[src/rtl/core/ors_pkg.sv]
// ----------------------------------------------------------------------------
// ors_pkg: shared types and constants for overlap rectangle suppression
// Word layouts, stored entry layout and controller states.
// ----------------------------------------------------------------------------
`default_nettype none

package ors_pkg;

  localparam int ORS_COORD_BITS = 12;
  localparam int ORS_AREA_BITS  = 2 * ORS_COORD_BITS;
  localparam int ORS_THR_BITS   = 9;
  localparam int ORS_KEPT_BITS  = 6;
  localparam logic [ORS_THR_BITS-1:0] ORS_THR_RESET = 9'd128;

  typedef logic [ORS_COORD_BITS-1:0] coord_t;

  typedef struct packed {
    coord_t l;
    coord_t t;
    coord_t w;
    coord_t h;
  } rect_t;

  typedef struct packed {
    rect_t                    rect;
    logic [ORS_AREA_BITS-1:0] area;
  } entry_t;

  typedef struct packed {
    coord_t left;
    coord_t top;
    coord_t width;
    coord_t height;
    logic   batch_end;
  } in_word_t;

  typedef struct packed {
    coord_t                   out_left;
    coord_t                   out_top;
    coord_t                   out_width;
    coord_t                   out_height;
    logic [ORS_KEPT_BITS-1:0] kept_total;
    logic                     overflowed;
    logic                     final_result;
  } out_word_t;

  typedef enum logic [3:0] {
    S_IDLE,
    S_AREA,
    S_INS_RD,
    S_INS_CMP,
    S_SUP_RDI,
    S_SUP_LDI,
    S_SUP_RDJ,
    S_SUP_D0,
    S_SUP_D1,
    S_SUP_CMP,
    S_EM_RD,
    S_EM_CK
  } ors_state_t;

endpackage

`default_nettype wire

[src/rtl/core/ors_rect_mem.sv]
// ----------------------------------------------------------------------------
// ors_rect_mem: rectangle store
// One write port, one read port, registered read data.
// ----------------------------------------------------------------------------
`default_nettype none

module ors_rect_mem #(
  parameter int DEPTH = 32,
  parameter int AW    = 5
) (
  input  wire              clk,
  input  wire              wr_en,
  input  wire [AW-1:0]     wr_addr,
  input  ors_pkg::entry_t  wr_data,
  input  wire              rd_en,
  input  wire [AW-1:0]     rd_addr,
  output ors_pkg::entry_t  rd_data
);
  import ors_pkg::*;

  entry_t mem [DEPTH];

  always_ff @(posedge clk) begin
    if (wr_en) begin
      mem[wr_addr] <= wr_data;
    end
  end

  always_ff @(posedge clk) begin
    if (rd_en) begin
      rd_data <= mem[rd_addr];
    end
  end

endmodule

`default_nettype wire

[src/rtl/core/ors_overlap.sv]
// ----------------------------------------------------------------------------
// ors_overlap: intersection area of two rectangles
// Two register stages: clipped extents, then their product.
// ----------------------------------------------------------------------------
`default_nettype none

module ors_overlap (
  input  wire                                    clk,
  input  ors_pkg::rect_t                         rect_a,
  input  ors_pkg::rect_t                         rect_b,
  output logic [2*ors_pkg::ORS_COORD_BITS+1:0]   inter_area
);
  import ors_pkg::*;

  localparam int EW = ORS_COORD_BITS + 1;

  logic [EW-1:0] x1, y1, x2, y2, ax2, bx2, ay2, by2;
  logic [EW-1:0] dx_nxt, dy_nxt, dx_r, dy_r;

  always_comb begin
    x1  = (rect_a.l > rect_b.l) ? {1'b0, rect_a.l} : {1'b0, rect_b.l};
    y1  = (rect_a.t > rect_b.t) ? {1'b0, rect_a.t} : {1'b0, rect_b.t};
    ax2 = {1'b0, rect_a.l} + {1'b0, rect_a.w};
    bx2 = {1'b0, rect_b.l} + {1'b0, rect_b.w};
    ay2 = {1'b0, rect_a.t} + {1'b0, rect_a.h};
    by2 = {1'b0, rect_b.t} + {1'b0, rect_b.h};
    x2  = (ax2 < bx2) ? ax2 : bx2;
    y2  = (ay2 < by2) ? ay2 : by2;
    // empty in either axis gives zero area
    if (x2 <= x1 || y2 <= y1) begin
      dx_nxt = '0;
      dy_nxt = '0;
    end else begin
      dx_nxt = x2 - x1;
      dy_nxt = y2 - y1;
    end
  end

  always_ff @(posedge clk) begin
    dx_r       <= dx_nxt;
    dy_r       <= dy_nxt;
    inter_area <= dx_r * dy_r;
  end

endmodule

`default_nettype wire

[src/rtl/core/overlap_rect_suppression.sv]
// Insertion: a stored word holds in_stall while the sort moves s larger entries up one
//   slot each, then writes the word into the hole; s is at most the fill.
// Batch end: each rectangle is read (S_SUP_RDI, S_SUP_LDI) and compared with later ones
//   (S_SUP_RDJ to S_SUP_CMP, overlap pipeline), then streamed out via S_EM_RD, S_EM_CK.
// Reset (rst_n, synchronous): clears count, overflow flag, threshold to 128 and FSM;
//   the memories are not cleared and need no clearing pass.
// ----------------------------------------------------------------------------
// overlap_rect_suppression: area-ordered overlap suppression of rectangles
// Keeps the batch sorted by area on arrival, then marks and streams survivors.
// ----------------------------------------------------------------------------
`default_nettype none

module overlap_rect_suppression #(
  parameter int MAX_RECTS = 32
) (
  input  wire                                   clk,
  input  wire                                   rst_n,
  input  wire                                   in_valid,
  output logic                                  in_stall,
  input  ors_pkg::in_word_t                     in_word,
  output logic                                  out_valid,
  input  wire                                   out_stall,
  output ors_pkg::out_word_t                    out_word,
  input  wire                                   cfg_wr_en,
  input  wire [ors_pkg::ORS_THR_BITS-1:0]       cfg_wr_data
);
  import ors_pkg::*;

  localparam int IW = (MAX_RECTS > 1) ? $clog2(MAX_RECTS) : 1;
  localparam int CW = $clog2(MAX_RECTS + 1);
  localparam int NW = ORS_AREA_BITS + ORS_THR_BITS;   // need = area * threshold
  localparam int PW = 2 * ORS_COORD_BITS + 2;         // intersection product
  localparam logic [CW-1:0] MAX_CNT = CW'(MAX_RECTS);

  // control state
  ors_state_t state_r, state_nxt;
  logic [CW-1:0] count_r, count_nxt;   // words stored in this batch
  logic [CW-1:0] k_r, k_nxt;           // insertion hole
  logic [CW-1:0] i_r, i_nxt;           // rectangle under test / emit index
  logic [CW-1:0] j_r, j_nxt;           // later rectangle being compared
  logic [CW-1:0] kept_r, kept_nxt;
  logic [CW-1:0] emitted_r, emitted_nxt;
  logic          overflow_r, overflow_nxt;
  logic          end_r, end_nxt;
  logic [ORS_THR_BITS-1:0] thr_r;
  logic          out_valid_r, out_valid_nxt;

  // payload registers
  rect_t         new_rect_r, new_rect_nxt;
  logic [ORS_AREA_BITS-1:0] new_area_r;
  rect_t         ri_r;
  logic [NW-1:0] need_r;
  out_word_t     out_r, out_nxt;

  // rectangle memory port
  logic    wr_en, rd_en;
  logic [IW-1:0] wr_addr, rd_addr;
  entry_t  wr_data, rd_data;

  // keep marks: 1-bit memory, written during suppression, read while emitting
  logic keep_mem [MAX_RECTS];
  logic keep_wr_en, keep_wr_val, keep_rd_en, keep_rd_r;

  logic [PW-1:0] inter_area;
  logic          covered;

  ors_rect_mem #(
    .DEPTH(MAX_RECTS),
    .AW   (IW)
  ) u_mem (
    .clk    (clk),
    .wr_en  (wr_en),
    .wr_addr(wr_addr),
    .wr_data(wr_data),
    .rd_en  (rd_en),
    .rd_addr(rd_addr),
    .rd_data(rd_data)
  );

  // rect i held in ri_r, rect j straight off the memory read register
  ors_overlap u_ovl (
    .clk       (clk),
    .rect_a    (ri_r),
    .rect_b    (rd_data.rect),
    .inter_area(inter_area)
  );

  // 256*inter >= area*threshold, exact
  assign covered = ({2'b00, inter_area, 8'h00} >= {{(PW + 10 - NW){1'b0}}, need_r});

  always_ff @(posedge clk) begin
    if (keep_wr_en) begin
      keep_mem[i_r[IW-1:0]] <= keep_wr_val;
    end
    if (keep_rd_en) begin
      keep_rd_r <= keep_mem[i_r[IW-1:0]];
    end
  end

  // threshold register
  always_ff @(posedge clk) begin
    if (!rst_n) begin
      thr_r <= ORS_THR_RESET;
    end else if (cfg_wr_en) begin
      thr_r <= cfg_wr_data;
    end
  end

  always_ff @(posedge clk) begin
    if (!rst_n) begin
      state_r     <= S_IDLE;
      count_r     <= '0;
      overflow_r  <= 1'b0;
      out_valid_r <= 1'b0;
      k_r         <= '0;
      i_r         <= '0;
      j_r         <= '0;
      kept_r      <= '0;
      emitted_r   <= '0;
      end_r       <= 1'b0;
    end else begin
      state_r     <= state_nxt;
      count_r     <= count_nxt;
      overflow_r  <= overflow_nxt;
      out_valid_r <= out_valid_nxt;
      k_r         <= k_nxt;
      i_r         <= i_nxt;
      j_r         <= j_nxt;
      kept_r      <= kept_nxt;
      emitted_r   <= emitted_nxt;
      end_r       <= end_nxt;
    end
  end

  always_ff @(posedge clk) begin
    new_rect_r <= new_rect_nxt;
    out_r      <= out_nxt;
    if (state_r == S_AREA) begin
      new_area_r <= new_rect_r.w * new_rect_r.h;
    end
    if (state_r == S_SUP_LDI) begin
      ri_r   <= rd_data.rect;
      need_r <= rd_data.area * thr_r;
    end
  end

  always_comb begin
    state_nxt     = state_r;
    count_nxt     = count_r;
    overflow_nxt  = overflow_r;
    k_nxt         = k_r;
    i_nxt         = i_r;
    j_nxt         = j_r;
    kept_nxt      = kept_r;
    emitted_nxt   = emitted_r;
    end_nxt       = end_r;
    new_rect_nxt  = new_rect_r;
    out_nxt       = out_r;
    out_valid_nxt = out_valid_r;
    wr_en         = 1'b0;
    wr_addr       = k_r[IW-1:0];
    wr_data       = '{rect: new_rect_r, area: new_area_r};
    rd_en         = 1'b0;
    rd_addr       = i_r[IW-1:0];
    keep_wr_en    = 1'b0;
    keep_wr_val   = 1'b0;
    keep_rd_en    = 1'b0;
    in_stall      = (state_r != S_IDLE);

    // output word taken
    if (out_valid_r && !out_stall) begin
      out_valid_nxt = 1'b0;
    end

    unique case (state_r)
      S_IDLE: begin
        if (in_valid) begin
          new_rect_nxt = '{l: in_word.left, t: in_word.top,
                           w: in_word.width, h: in_word.height};
          end_nxt      = in_word.batch_end;
          if (count_r < MAX_CNT) begin
            state_nxt = S_AREA;
          end else begin
            // store full: drop the word, flag it
            overflow_nxt = 1'b1;
            if (in_word.batch_end) begin
              i_nxt     = '0;
              kept_nxt  = '0;
              state_nxt = S_SUP_RDI;
            end
          end
        end
      end
      S_AREA: begin
        k_nxt     = count_r;
        state_nxt = S_INS_RD;
      end
      S_INS_RD: begin
        if (k_r == '0) begin
          wr_en     = 1'b1;
          count_nxt = count_r + 1'b1;
          i_nxt     = '0;
          kept_nxt  = '0;
          state_nxt = end_r ? S_SUP_RDI : S_IDLE;
        end else begin
          rd_en     = 1'b1;
          rd_addr   = IW'(k_r - 1'b1);
          state_nxt = S_INS_CMP;
        end
      end
      S_INS_CMP: begin
        wr_en = 1'b1;
        if (rd_data.area > new_area_r) begin
          // larger neighbor moves up one slot; equal areas stay ahead
          wr_data   = rd_data;
          k_nxt     = k_r - 1'b1;
          state_nxt = S_INS_RD;
        end else begin
          count_nxt = count_r + 1'b1;
          i_nxt     = '0;
          kept_nxt  = '0;
          state_nxt = end_r ? S_SUP_RDI : S_IDLE;
        end
      end
      S_SUP_RDI: begin
        if (i_r == count_r) begin
          i_nxt       = '0;
          emitted_nxt = '0;
          state_nxt   = S_EM_RD;
        end else begin
          rd_en     = 1'b1;
          j_nxt     = i_r + 1'b1;
          state_nxt = S_SUP_LDI;
        end
      end
      S_SUP_LDI: begin
        state_nxt = S_SUP_RDJ;
      end
      S_SUP_RDJ: begin
        if (j_r == count_r) begin
          keep_wr_en  = 1'b1;
          keep_wr_val = 1'b1;
          kept_nxt    = kept_r + 1'b1;
          i_nxt       = i_r + 1'b1;
          state_nxt   = S_SUP_RDI;
        end else begin
          rd_en     = 1'b1;
          rd_addr   = j_r[IW-1:0];
          state_nxt = S_SUP_D0;
        end
      end
      S_SUP_D0: state_nxt = S_SUP_D1;
      S_SUP_D1: state_nxt = S_SUP_CMP;
      S_SUP_CMP: begin
        if (covered) begin
          keep_wr_en = 1'b1;
          i_nxt      = i_r + 1'b1;
          state_nxt  = S_SUP_RDI;
        end else begin
          j_nxt     = j_r + 1'b1;
          state_nxt = S_SUP_RDJ;
        end
      end
      S_EM_RD: begin
        if (i_r == count_r) begin
          count_nxt    = '0;
          overflow_nxt = 1'b0;
          state_nxt    = S_IDLE;
        end else begin
          rd_en      = 1'b1;
          keep_rd_en = 1'b1;
          state_nxt  = S_EM_CK;
        end
      end
      S_EM_CK: begin
        if (!keep_rd_r) begin
          i_nxt     = i_r + 1'b1;
          state_nxt = S_EM_RD;
        end else if (!out_valid_r || !out_stall) begin
          out_nxt = '{out_left:     rd_data.rect.l,
                      out_top:      rd_data.rect.t,
                      out_width:    rd_data.rect.w,
                      out_height:   rd_data.rect.h,
                      kept_total:   ORS_KEPT_BITS'(kept_r),
                      overflowed:   overflow_r,
                      final_result: (emitted_r + 1'b1 == kept_r)};
          out_valid_nxt = 1'b1;
          emitted_nxt   = emitted_r + 1'b1;
          i_nxt         = i_r + 1'b1;
          state_nxt     = S_EM_RD;
        end
      end
      default: state_nxt = S_IDLE;
    endcase
  end

  assign out_valid = out_valid_r;
  assign out_word  = out_r;

`ifndef NO_ASSERTIONS
  a_count_bound: assert property (@(posedge clk) disable iff (!rst_n)
    count_r <= MAX_CNT) else $error("store count past capacity");
  a_kept_bound: assert property (@(posedge clk) disable iff (!rst_n)
    kept_r <= count_r || state_r == S_IDLE || state_r == S_AREA
    || state_r == S_INS_RD || state_r == S_INS_CMP)
    else $error("more kept than stored");
  a_pair_order: assert property (@(posedge clk) disable iff (!rst_n)
    state_r == S_SUP_CMP |-> j_r > i_r) else $error("compare against earlier entry");
  a_load_emit: assert property (@(posedge clk) disable iff (!rst_n)
    (!$past(out_valid_r) && out_valid_r) |-> $past(state_r) == S_EM_CK)
    else $error("output word loaded outside emit");
`endif

endmodule

`default_nettype wire

[config.mk]
export PLATFORM = sky130hd
export DESIGN_NAME = overlap_rect_suppression
export DESIGN_NICKNAME = d
export VERILOG_FILES = /design/src/rtl/core/ors_pkg.sv /design/src/rtl/core/ors_rect_mem.sv /design/src/rtl/core/ors_overlap.sv /design/src/rtl/core/overlap_rect_suppression.sv
export SDC_FILE = /design/constraint.sdc
export NUM_CORES = 2
export LEC_CHECK = 0
export CAP_MARGIN = 20
export CORE_MARGIN = 8
export CORE_UTILIZATION = 51
export DETAILED_ROUTE_END_ITERATION = 16
export DONT_BUFFER_PORTS = 1
export PLACE_DENSITY = 0.77
export SKIP_CTS_REPAIR_TIMING = 1
export SLEW_MARGIN = 20
export SYNTH_ARGS = -nofsm -noshare
export SYNTH_HDL_FRONTEND = slang
export SYNTH_SLANG_ARGS = --single-unit
[constraint.sdc]
create_clock -name clk -period 8 [get_ports clk]
set_input_delay 1.2 -clock clk [delete_from_list [all_inputs] [get_ports clk]]
set_output_delay 1.2 -clock clk [all_outputs]
set_load 0.02 [all_outputs]
==> results.ini <==
[setup_path]
end_kind = flip-flop
required_ps = 8740
cp_max_fo = 26
crit_type = flip-flop to flip-flop
critPathMostFrequentCell = o21ai_0
cpMaxStageDelayCell = a21oi_1
cp-start-kind = flip-flop
worstPathArrival_ps = 7810
max_stage_delay_ps = 500

[clocking]
cts.sink_count = 2722
clockBufferDepth = 4
cts_tree = done
clk_pin_slew_ps = 60
numCtsBuffers = 290
cts-root-buf = clkbuf_16
h-tree-depth = 5
insertion_delay_ps = 970

[sta]
finClkSkew_ps = 87.7
drv_slew = 0
finalSetupViolCount = 0
rsz0062_at_grt = no
fin_ws_ps = 928
max_slew_margin_pct = 12.8
tightest_slew_ps = 1310
hold_viol = 0
fin_setup_tns_ps = 0
max_freq_mhz = 141
finalCritPeriodShare_pct = 88.4
holdWs_ps = 326
period_minus_slack_ps = 7070

[placement]
place.gp.congestion = 0.916
place_worst_setup_slack_ps = 1030
portBuffers = 0
hpwlAfterDp_mm = 215
place_area_um2 = 132000

[global_routing]
grt_pass1_wl_mm = 543
grt_util_all_layers_pct = 27.1
overflow = 0
grt_pass1_vias = 85177
grt_max_degree = 199
antenna_found_initial = 52

[flow_run]
drv_cap = 0

[finish]
fillers = 19068
final_common_cell = edfxtp_1
final_cell_mix = edfxtp_1, nand2_1, nand3_1
multi_input_area_um2 = 42900
final_cell_area_um2 = 141000
layout-drive-gt1-share_pct = 7.19
nNetsFinal = 11021
final_core_util_pct = 56.7
area_delta_synth_final_pct = 10.4
seq_area_um2 = 80700

[logic_synthesis]
synth_area_leader_cell = edfxtp_1
yosys.area.top_type_share_pct = 61.6
synth_seq_cells = 2722
synth.area.top_cells = edfxtp_1, nand2_1, fa_1, ha_1, nand3_1
synth.avg_cell_area_um2 = 12.4
syn_nets = 11131
synth_cells = 10321
async_reset_ff_share_pct = 0
synth_enable_flop_cells = 2618
synth_flop_cell = edfxtp_1
synth_cell_types = 82
synth_area_um2 = 128000
yosysWarningCount = 0
synth-seq-area-share_pct = 63.2

[run_status]
outcome = finished clean

[drt]
routedWlPerCell_um = 26.9
vias = 86600
via_per_inst = 6.28
drt_wl_total_mm = 372
first_pass_iters = 7
drc = 0
ant_nets = 0
drt_iter0_markers = 13683

[pwr]
leakagePower_nw = 51.4
vdd_drop_max_mv = 0.354
powerDensity_nw_per_um2 = 252

[die]
start_util_pct = 51.3
dieArea_um2 = 267000
rows = 183
pin_count = 121
die_h_um = 516
die_x_um = 516
core_area_um2 = 249000

[hold_path]
hp-class = input pin to flip-flop

## final timing paths
path         cells after the start        endpoint  slack [ps]              start
max                             31  u_ovl.dy_r[12]         930  u_mem.rd_data[36]
max reg2reg                     31  u_ovl.dy_r[12]         930  u_mem.rd_data[36]
min                              0  new_rect_r[45]         330        in_word[46]
min reg2reg                      2           end_r         490              end_r
## cell usage after synthesis (all sizes together), types with 131 or more instances
| master | number |
|---|---|
| nand3 | 694 |
| a311oi | 270 |
| clkbuf | 384 |
| a21oi | 180 |
| nand2 | 2458 |
| inv | 584 |
| ha | 365 |
| o21ai | 131 |
| edfxtp | 2618 |
| and3 | 183 |
| fa | 382 |
| buf | 215 |
| nor2 | 203 |
| and2 | 339 |
| a31oi | 186 |
## final cells by class
class / count / area share, %
Tap cell: 3330 / 2.95
Clock buffer: 356 / 5.44
Multi-Input combinational cell: 6416 / 30.4
Sequential cell: 2722 / 57.2
Antenna cell: 40 / 0.0710
Inverter: 584 / 1.55
Clock inverter: 145 / 0.947
Timing Repair Buffer: 197 / 1.37
## metrics by stage
stage,total power [mW],cells
after CTS,35.5,13746
final,35.5,13790
after global routing,36.7,13772
after detailed placement,22.7,13245
after floorplan,21.0,10321
after global placement,22.5,13242
## cell families after synthesis
family / synth area share [%]
buf+inv: 3.71
xor+xnor: 1.01
compound gates: 6.83
simple gates: 14.5
flops: 63.2
mux: 1.14
fa+ha+maj: 9.59
## power breakdown
group          internal, mW  total, mW  switching (mW)
sequential             16.7       16.9           0.251
clock                  7.57       13.0            5.39
combinational          2.02       5.61            3.59
## state kept, by name, indices dropped and copies added (netlist names), 4 cells and up
name / count
u_mem.rd_data: 72
state_r: 4
need_r: 33
thr_r: 9
new_rect_r: 48
out_word: 56
u_mem.mem: 2304
j_r: 6
i_r: 6
u_ovl.inter_area: 26
u_ovl.dy_r: 13
kept_r: 6
k_r: 6
new_area_r: 24
ri_r: 48
u_ovl.dx_r: 13
keep_mem: 32
count_r: 6
emitted_r: 6
## per-layer routing
metal	routed length, um	track usage [%]	vias to the layer above
li1	-	-	36746
met1	133000	35.6	42449
met2	168000	41.7	6168
met3	49400	6.94	1229
met4	20700	14.2	8
met5	47	0	-
## critical path: cells and delay by family, from the launching register on
kind | cells | cell delay [ps]
AOI/OAI and AO/OA | 15 | 3310
muxes | 1 | 350
buffers and inverters | 2 | 360
adders and majority gates | 5 | 1390
xor gates and xnor gates | 1 | 200
and+or+nand+nor | 7 | 780
DFF | 1 | 450
No activity file was read; power rests on OpenSTA's default activity.
